==> config.mk <==
export PLATFORM = sky130hd
export DESIGN_NAME = cooling_trend_adjuster
export DESIGN_NICKNAME = d
export VERILOG_FILES = /design/src/rtl/core/cta_pkg.sv /design/src/rtl/core/cta_seq.sv /design/src/rtl/core/cooling_trend_adjuster.sv
export SDC_FILE = /design/constraint.sdc
export NUM_CORES = 2
export LEC_CHECK = 0
export BUFFER_PORTS_ARGS = -buffer_cell sky130_fd_sc_hd__buf_2
export CORE_AREA = 5 5 321 323
export CTS_BUF_LIST = sky130_fd_sc_hd__clkbuf_2
export DETAILED_ROUTE_END_ITERATION = 10
export DIE_AREA = 0 0 326 328
export PLACE_DENSITY = 0.65
export SYNTH_ARGS = -nofsm -noshare
export SYNTH_HDL_FRONTEND = slang
export SYNTH_HIERARCHICAL = 1
export SYNTH_SLANG_ARGS = --single-unit
==> constraint.sdc <==
create_clock -name clk_i -period 11 [get_ports clk_i]
set_input_delay 2.2 -clock clk_i [delete_from_list [all_inputs] [get_ports clk_i]]
set_output_delay 2.2 -clock clk_i [all_outputs]
set_load 0.01 [all_outputs]
==> src/rtl/core/cta_pkg.sv <==
package cta_pkg;

  // milliseconds to whole seconds by reciprocal multiply:
  // floor(n/1000) = (n * MsRecip) >> RecipSh for every 32-bit n
  localparam int unsigned MsPerSec = 1000;
  localparam int unsigned RecipW   = 29;
  localparam int unsigned RecipSh  = 38;
  localparam logic [RecipW-1:0] MsRecip = 29'd274877907;
  localparam int unsigned SecW     = 23;   // (2^32-1)/1000 fits in 23 bits
  localparam int unsigned MulAW    = 25;
  localparam int unsigned MulBW    = 18;
  localparam int unsigned ProdW    = MulAW + MulBW;

  // adjust codes
  localparam logic [1:0] ADJ_NONE = 2'b00;
  localparam logic [1:0] ADJ_INC  = 2'b01;
  localparam logic [1:0] ADJ_DEC  = 2'b11;

  typedef enum logic [1:0] {
    REG_PERIOD,
    REG_LOW,
    REG_HIGH
  } reg_e;

  typedef enum logic [3:0] {
    ST_IDLE,
    ST_CHECK,
    ST_DIV,
    ST_DIFF,
    ST_ZERO,
    ST_FLAT,
    ST_NUM,
    ST_LOW,
    ST_HIGH,
    ST_EMIT
  } step_e;

  typedef enum logic [3:0] {
    OP_LATCH,
    OP_CHECK,
    OP_DIV,
    OP_DIFF,
    OP_MUL_FLAT,
    OP_FLAT,
    OP_NUM,
    OP_LOW,
    OP_HIGH,
    OP_EMIT
  } op_e;

  typedef enum logic [3:0] {
    C_NEVER,
    C_NO_ACCEPT,
    C_SOON,
    C_FIRST,
    C_DSEC_ZERO,
    C_FLAT,
    C_BELOW,
    C_OUT_BUSY
  } cond_e;

  typedef struct packed {
    op_e   op;
    cond_e cond;
    step_e jmp;
    step_e nxt;
  } ctrl_t;

  typedef struct packed {
    logic no_accept;
    logic soon;
    logic first;
    logic dsec_zero;
    logic flat;
    logic below;
    logic out_busy;
  } stat_t;

  // microcode: taken condition jumps to jmp, otherwise falls to nxt
  function automatic ctrl_t rom(step_e s);
    ctrl_t w;
    unique case (s)
      ST_IDLE:  w = '{op: OP_LATCH,    cond: C_NO_ACCEPT, jmp: ST_IDLE, nxt: ST_CHECK};
      ST_CHECK: w = '{op: OP_CHECK,    cond: C_SOON,      jmp: ST_EMIT, nxt: ST_DIV};
      ST_DIV:   w = '{op: OP_DIV,      cond: C_NEVER,     jmp: ST_DIFF, nxt: ST_DIFF};
      ST_DIFF:  w = '{op: OP_DIFF,     cond: C_FIRST,     jmp: ST_EMIT, nxt: ST_ZERO};
      ST_ZERO:  w = '{op: OP_MUL_FLAT, cond: C_DSEC_ZERO, jmp: ST_EMIT, nxt: ST_FLAT};
      ST_FLAT:  w = '{op: OP_FLAT,     cond: C_FLAT,      jmp: ST_EMIT, nxt: ST_NUM};
      ST_NUM:   w = '{op: OP_NUM,      cond: C_NEVER,     jmp: ST_EMIT, nxt: ST_LOW};
      ST_LOW:   w = '{op: OP_LOW,      cond: C_BELOW,     jmp: ST_EMIT, nxt: ST_HIGH};
      ST_HIGH:  w = '{op: OP_HIGH,     cond: C_NEVER,     jmp: ST_EMIT, nxt: ST_EMIT};
      ST_EMIT:  w = '{op: OP_EMIT,     cond: C_OUT_BUSY,  jmp: ST_EMIT, nxt: ST_IDLE};
      default:  w = '{op: OP_LATCH,    cond: C_NEVER,     jmp: ST_IDLE, nxt: ST_IDLE};
    endcase
    return w;
  endfunction

endpackage

==> src/rtl/core/cta_seq.sv <==
module cta_seq (
  input  logic            clk_i,
  input  logic            rst_ni,
  input  cta_pkg::stat_t  stat_i,
  output cta_pkg::ctrl_t  ctrl_o
);

  cta_pkg::step_e pc_q, pc_d;
  cta_pkg::ctrl_t word;
  logic           taken;

  assign word   = cta_pkg::rom(pc_q);
  assign ctrl_o = word;

  always_comb begin
    unique case (word.cond)
      cta_pkg::C_NEVER:     taken = 1'b0;
      cta_pkg::C_NO_ACCEPT: taken = stat_i.no_accept;
      cta_pkg::C_SOON:      taken = stat_i.soon;
      cta_pkg::C_FIRST:     taken = stat_i.first;
      cta_pkg::C_DSEC_ZERO: taken = stat_i.dsec_zero;
      cta_pkg::C_FLAT:      taken = stat_i.flat;
      cta_pkg::C_BELOW:     taken = stat_i.below;
      cta_pkg::C_OUT_BUSY:  taken = stat_i.out_busy;
      default:              taken = 1'b0;
    endcase
    pc_d = taken ? word.jmp : word.nxt;
  end

  always_ff @(posedge clk_i or negedge rst_ni) begin
    if (!rst_ni) begin
      pc_q <= cta_pkg::ST_IDLE;
    end else begin
      pc_q <= pc_d;
    end
  end

endmodule

==> src/rtl/core/cooling_trend_adjuster.sv <==
// channel | dir | handshake                       | payload
// s_axis  | in  | s_axis_tvalid_i/s_axis_tready_o | now_ms, temperature, setpoint
// m_axis  | out | m_axis_tvalid_o/m_axis_tready_i | adjust, evaluated
// cfg     | in  | cfg_we_i (no wait)              | cfg_idx_i, cfg_data_i
//
// one transaction in flight; no new input is taken until the microcode program
// is through with the last one: one reciprocal-multiply step that turns now_ms
// into whole seconds plus the compare steps (a too-early sample skips straight
// to the result)
// the finished result sits in an output register, so the next input is taken
// while it still waits; the program holds in its last step while that register
// is full and not being drained
// rst_ni clears config to 1000/30/120 ms/s/s and the stored sample to zero
module cooling_trend_adjuster (
  input  logic        clk_i,
  input  logic        rst_ni,
  input  logic        s_axis_tvalid_i,
  output logic        s_axis_tready_o,
  input  logic [63:0] s_axis_tdata_i,   // now_ms[31:0], temperature[47:32], setpoint[63:48]
  output logic        m_axis_tvalid_o,
  input  logic        m_axis_tready_i,
  output logic [7:0]  m_axis_tdata_o,   // adjust[1:0], evaluated[2], zero[7:3]
  input  logic        cfg_we_i,
  input  logic [1:0]  cfg_idx_i,
  input  logic [15:0] cfg_data_i
);

  localparam int unsigned SecW    = cta_pkg::SecW;
  localparam int unsigned RecipW  = cta_pkg::RecipW;
  localparam int unsigned RecipSh = cta_pkg::RecipSh;
  localparam int unsigned ProdW   = cta_pkg::ProdW;
  localparam int unsigned MulAW   = cta_pkg::MulAW;
  localparam int unsigned MulBW   = cta_pkg::MulBW;

  // sequencer
  cta_pkg::ctrl_t ctrl;
  cta_pkg::stat_t stat;

  cta_seq u_seq (
    .clk_i  (clk_i),
    .rst_ni (rst_ni),
    .stat_i (stat),
    .ctrl_o (ctrl)
  );

  // config registers
  logic [15:0] period_q, low_q, high_q;

  // stored sample
  logic [31:0]        prev_time_q;
  logic signed [15:0] prev_temp_q;
  logic [SecW-1:0]    prev_sec_q;

  // latched input
  logic [31:0]        now_q;
  logic signed [15:0] temp_q, setp_q;

  // whole seconds of the latched time
  logic [31+RecipW:0] recip_p;
  logic [SecW-1:0]    quot_q;

  // working values
  logic signed [23:0]      dsec_q;
  logic signed [16:0]      dtemp_q, diff_q;
  logic signed [ProdW-1:0] mul_q, num_q;
  logic [1:0]              adj_q;
  logic                    ev_q;

  // output register
  logic       out_valid_q;
  logic [1:0] out_adj_q;
  logic       out_ev_q;

  logic accept;
  assign s_axis_tready_o = (ctrl.op == cta_pkg::OP_LATCH);
  assign accept          = s_axis_tvalid_i && s_axis_tready_o;

  // too-early check on the wrapping millisecond counter
  logic [31:0] elapsed;
  assign elapsed = now_q - prev_time_q;

  // divide by 1000 as a multiply by the scaled reciprocal, exact for 32-bit input
  assign recip_p = now_q * cta_pkg::MsRecip;

  // differences against the stored sample
  logic signed [23:0] dsec_c;
  logic signed [16:0] dtemp_c, diff_c;
  assign dsec_c  = $signed({1'b0, quot_q}) - $signed({1'b0, prev_sec_q});
  assign dtemp_c = $signed({temp_q[15], temp_q}) - $signed({prev_temp_q[15], prev_temp_q});
  assign diff_c  = $signed({setp_q[15], setp_q}) - $signed({temp_q[15], temp_q});

  // magnitudes for the flat-trend test
  logic [16:0]     adt;
  logic [23:0]     ads_full;
  logic [SecW-1:0] ads;
  assign adt      = dtemp_q[16] ? 17'(-dtemp_q) : 17'(dtemp_q);
  assign ads_full = dsec_q[23] ? 24'(-dsec_q) : 24'(dsec_q);
  assign ads      = ads_full[SecW-1:0];

  // shared multiplier, operands picked by the control word
  logic signed [MulAW-1:0] mul_a;
  logic signed [MulBW-1:0] mul_b;
  logic signed [ProdW-1:0] mul_p;

  always_comb begin
    unique case (ctrl.op)
      cta_pkg::OP_MUL_FLAT: begin
        mul_a = MulAW'(cta_pkg::MsPerSec);
        mul_b = {1'b0, adt};
      end
      cta_pkg::OP_FLAT: begin
        mul_a = {dsec_q[23], dsec_q};
        mul_b = {diff_q[16], diff_q};
      end
      cta_pkg::OP_NUM: begin
        mul_a = {9'b0, low_q};
        mul_b = {dtemp_q[16], dtemp_q};
      end
      cta_pkg::OP_LOW: begin
        mul_a = {9'b0, high_q};
        mul_b = {dtemp_q[16], dtemp_q};
      end
      default: begin
        mul_a = '0;
        mul_b = '0;
      end
    endcase
  end
  assign mul_p = mul_a * mul_b;

  // decisions; dtemp is nonzero past the flat test
  logic       flat, dtemp_pos, below, above;
  logic [1:0] toward;
  assign flat      = mul_q < $signed({16'b0, ads, 4'b0});
  assign dtemp_pos = !dtemp_q[16];
  assign below     = dtemp_pos ? (num_q < mul_q) : (num_q > mul_q);
  assign above     = dtemp_pos ? (num_q > mul_q) : (num_q < mul_q);
  assign toward    = (diff_q > 0) ? cta_pkg::ADJ_DEC :
                     (diff_q < 0) ? cta_pkg::ADJ_INC : cta_pkg::ADJ_NONE;

  logic out_busy;
  assign out_busy = out_valid_q && !m_axis_tready_i;

  always_comb begin
    stat.no_accept = !accept;
    stat.soon      = elapsed < {16'b0, period_q};
    stat.first     = (prev_time_q == '0);
    stat.dsec_zero = (dsec_q == '0);
    stat.flat      = flat;
    stat.below     = below;
    stat.out_busy  = out_busy;
  end

  // control state, config and stored sample
  always_ff @(posedge clk_i or negedge rst_ni) begin
    if (!rst_ni) begin
      period_q    <= 16'd1000;
      low_q       <= 16'd30;
      high_q      <= 16'd120;
      prev_time_q <= '0;
      prev_temp_q <= '0;
      prev_sec_q  <= '0;
      out_valid_q <= 1'b0;
    end else begin
      if (cfg_we_i) begin
        if (cfg_idx_i == cta_pkg::REG_PERIOD) period_q <= cfg_data_i;
        if (cfg_idx_i == cta_pkg::REG_LOW)    low_q    <= cfg_data_i;
        if (cfg_idx_i == cta_pkg::REG_HIGH)   high_q   <= cfg_data_i;
      end
      if (ctrl.op == cta_pkg::OP_DIFF) begin
        prev_time_q <= now_q;
        prev_temp_q <= temp_q;
        prev_sec_q  <= quot_q;
      end
      if (ctrl.op == cta_pkg::OP_EMIT && !out_busy) begin
        out_valid_q <= 1'b1;
      end else if (m_axis_tready_i) begin
        out_valid_q <= 1'b0;
      end
    end
  end

  // datapath payload
  always_ff @(posedge clk_i) begin
    unique case (ctrl.op)
      cta_pkg::OP_LATCH: begin
        if (accept) begin
          now_q  <= s_axis_tdata_i[31:0];
          temp_q <= s_axis_tdata_i[47:32];
          setp_q <= s_axis_tdata_i[63:48];
        end
      end
      cta_pkg::OP_CHECK: begin
        ev_q  <= !stat.soon;
        adj_q <= cta_pkg::ADJ_NONE;
      end
      cta_pkg::OP_DIV: begin
        quot_q <= recip_p[RecipSh +: SecW];
      end
      cta_pkg::OP_DIFF: begin
        dsec_q  <= dsec_c;
        dtemp_q <= dtemp_c;
        diff_q  <= diff_c;
      end
      cta_pkg::OP_MUL_FLAT: begin
        mul_q <= mul_p;
      end
      cta_pkg::OP_FLAT: begin
        if (flat) adj_q <= toward;
        mul_q <= mul_p;
      end
      cta_pkg::OP_NUM: begin
        num_q <= mul_q;
        mul_q <= mul_p;
      end
      cta_pkg::OP_LOW: begin
        if (below) adj_q <= toward;
        mul_q <= mul_p;
      end
      cta_pkg::OP_HIGH: begin
        if (above) adj_q <= 2'(-toward);
      end
      cta_pkg::OP_EMIT: begin
        if (!out_busy) begin
          out_adj_q <= adj_q;
          out_ev_q  <= ev_q;
        end
      end
      default: begin
      end
    endcase
  end

  assign m_axis_tvalid_o = out_valid_q;
  assign m_axis_tdata_o  = {5'b0, out_ev_q, out_adj_q};

  // an accepted transaction starts the program, so input is closed next cycle
  a_busy_after_accept: assert property (@(posedge clk_i) disable iff (!rst_ni)
    accept |=> !s_axis_tready_o)
    else $error("input still open after accept");

  // a stalled result keeps its payload until it is taken
  a_hold_stalled: assert property (@(posedge clk_i) disable iff (!rst_ni)
    (m_axis_tvalid_o && !m_axis_tready_i) |=> (m_axis_tvalid_o && $stable(m_axis_tdata_o)))
    else $error("result changed while stalled");

  // a sample that was not evaluated never proposes a change
  a_idle_no_adjust: assert property (@(posedge clk_i) disable iff (!rst_ni)
    (out_valid_q && !out_ev_q) |-> (out_adj_q == cta_pkg::ADJ_NONE))
    else $error("adjust on a skipped sample");

  // leaving the last step always loads the output register
  a_emit_loads: assert property (@(posedge clk_i) disable iff (!rst_ni)
    (ctrl.op == cta_pkg::OP_EMIT && !out_busy) |=> m_axis_tvalid_o)
    else $error("result lost at emit");

endmodule

==> results.toml <==
[status]
status = "finished clean"

[sta]
setup-tns-final_ps = 0
clock_skew_ps = 134
tightest_slew_ps = 1290
rsz0062_at_grt = "no"
slew_viol_final = 0
finalCritPeriodShare_pct = 92.4
whs_ps = 447
final_hold_viol_count = 0
setup-violations-final = 0
relSlewSlack_pct = 13.8
fin_crit_ps = 10160
maxClockFrequency_ghz = 0.0984

[clocking]
cts.sinks = 361
cts-resized-gates = 0
htreeDepth = 3
post_cts_buffers = 0
tritoncts = "built"
cts_buffers = 93
clkTransAtPathRegs_ps = 130
cts_root_buffer = "clkbuf_2"
clk_path_buf_depth = 3
insertion_delay_ps = 1190
cts-hold-fix-buffers = 0

[floorplan]
start_util_pct = 49.5
die_x_um = 326
std_cell_rows = 116
die-area_sq_um = 107000
die_h_um = 328
ios = 97
core_sq_um = 99600

[drt]
wl_mm = 134
drc_errors = 0
met3_length_mm = 6.92
post_drt_via_cell_ratio = 5.42
antenna_left = 0
wl_per_cell_um = 20.5
drt_iter0_drc = 2206
vias = 35500
wl_met1_mm = 55.7
top_layer_used = "met5"
routed-wl-met2_mm = 65.9
firstDrtPassIters = 5

[synth]
syn-instance-count = 5034
avgSynthCellArea_sq_um = 9.79
yosysWarnings = 6
syn_area_sq_um = 49300

[critical_path]
r2r_setup_slack_ps = 840
critPathMaxFanout = 23
endpoint = "mul_q[30]$_DFFE_PP_"
crit_path_end_kind = "flop"
critical_path.startpoint_type = "flop"
arrival_ps = 11090
r2r-end = "mul_q[30]$_DFFE_PP_"
cp-startpoint = "u_seq/pc_q[3]$_DFF_PN0_"
worstPathRequired_ps = 11930
r2r.worst_path.cells = 27
critPathKind = "flop to flop"
rr_startpoint = "u_seq/pc_q[3]$_DFF_PN0_"

[grt]
gr-total-overflow = 0
first_global_vias = 37200
track_usage_pct = 25.6
grt_first_pass_wirelength_mm = 213
antenna_found_initial = 6
grt_max_degree = 111

[flow_run]
cap_violations = 0

[cells_and_area]
fillers = 9143
final_cell_mix = "inv_1, fa_1, ha_1, nand2_1, nor2_1"
nNetsFinal = 6661
area_growth_pct = 6.34
mostFrequentLayoutCell = "inv_1"
drive_gt1_share_pct = 7.81

[hold_path]
min_path_cells = 2
hp-class = "flop to flop"

[placed_design]
portBuffers = 91
dp_hpwl_mm = 110
gp_congestion = 0.929
[worst min-delay path by stage]
stage / startpoint / slack (ps) / endpoint
final: quot_q[1]$_DFFE_PN_ / 450 / prev_sec_q[1]$_DFFE_PN0N_
after detailed placement: ev_q$_DFFE_PN_ / 440 / out_ev_q$_DFFE_PP_
after CTS: quot_q[1]$_DFFE_PN_ / 410 / prev_sec_q[1]$_DFFE_PN0N_
after floorplan: adj_q[0]$_DFFE_PP_ / 400 / out_adj_q[0]$_DFFE_PP_
after global placement: ev_q$_DFFE_PN_ / 440 / out_ev_q$_DFFE_PP_
after global routing: quot_q[1]$_DFFE_PN_ / 460 / prev_sec_q[1]$_DFFE_PN0N_
[critical path: stages, from the launching register on]
cell and delay [ps]:
dfrtp_1 590, nand2b_1 270, inv_1 260, nand2b_2 500, inv_2 670, o21ai_0 530
nor2_2 1050, nand2_1 180, fa_1 530, fa_1 510, inv_1 40, ha_1 300
fa_1 510, inv_1 50, fa_1 460, fa_1 550, inv_1 50, ha_1 380
a211o_1 320, a211o_1 310, a21o_1 220, nand4_1 140, a31oi_1 140, o31a_1 350
a221o_1 350, a21o_1 190, a21oi_1 160, xnor2_1 230
[flip-flops by register name, summed over array words and instances, names as in the netlist, 2 cells and up]
signal and flops:
mul_q 43, num_q 43, now_q 32, prev_time_q 32, dsec_q 24, prev_sec_q 23, quot_q 23, diff_q 17
dtemp_q 17, high_q 16, low_q 16, period_q 16, prev_temp_q 16, setp_q 16, temp_q 16, u_seq/pc_q 4
adj_q 2, out_adj_q 2
[per-layer routing]
metal	vias to the layer above	global-route usage [%]
li1	16500	-
met1	17700	32.9
met2	1005	44.3
met3	308	3.55
met4	2	9.71
met5	-	0
[area by class of cell]
class	count	area (sq um)	share of cell area, %
antenna	2	5.00	0.00955
clock buffer	127	636	1.21
clock inverter	46	241	0.461
inverter	1124	4220	8.05
multi-input combinational	3430	34400	65.7
sequential	361	10200	19.5
tap	1298	1620	3.10
timing repair buffer	164	1020	1.95
[metrics by stage]
step                      std cells  instance area (sq um)  worst slack [ps]  utilization, %
after floorplan                5038                  49300              2080               -
after global routing           6552                  52400               445            52.6
after CTS                      6550                  52400               930            52.6
after detailed placement       6377                  51500              1070            51.7
after global placement         6377                  51500              1110            51.7
final                          6552                  52400               841            52.6
Power is left out: the tool's default activity adds up to more than one toggle a clock period on the data nets, which glitch-free logic cannot reach.
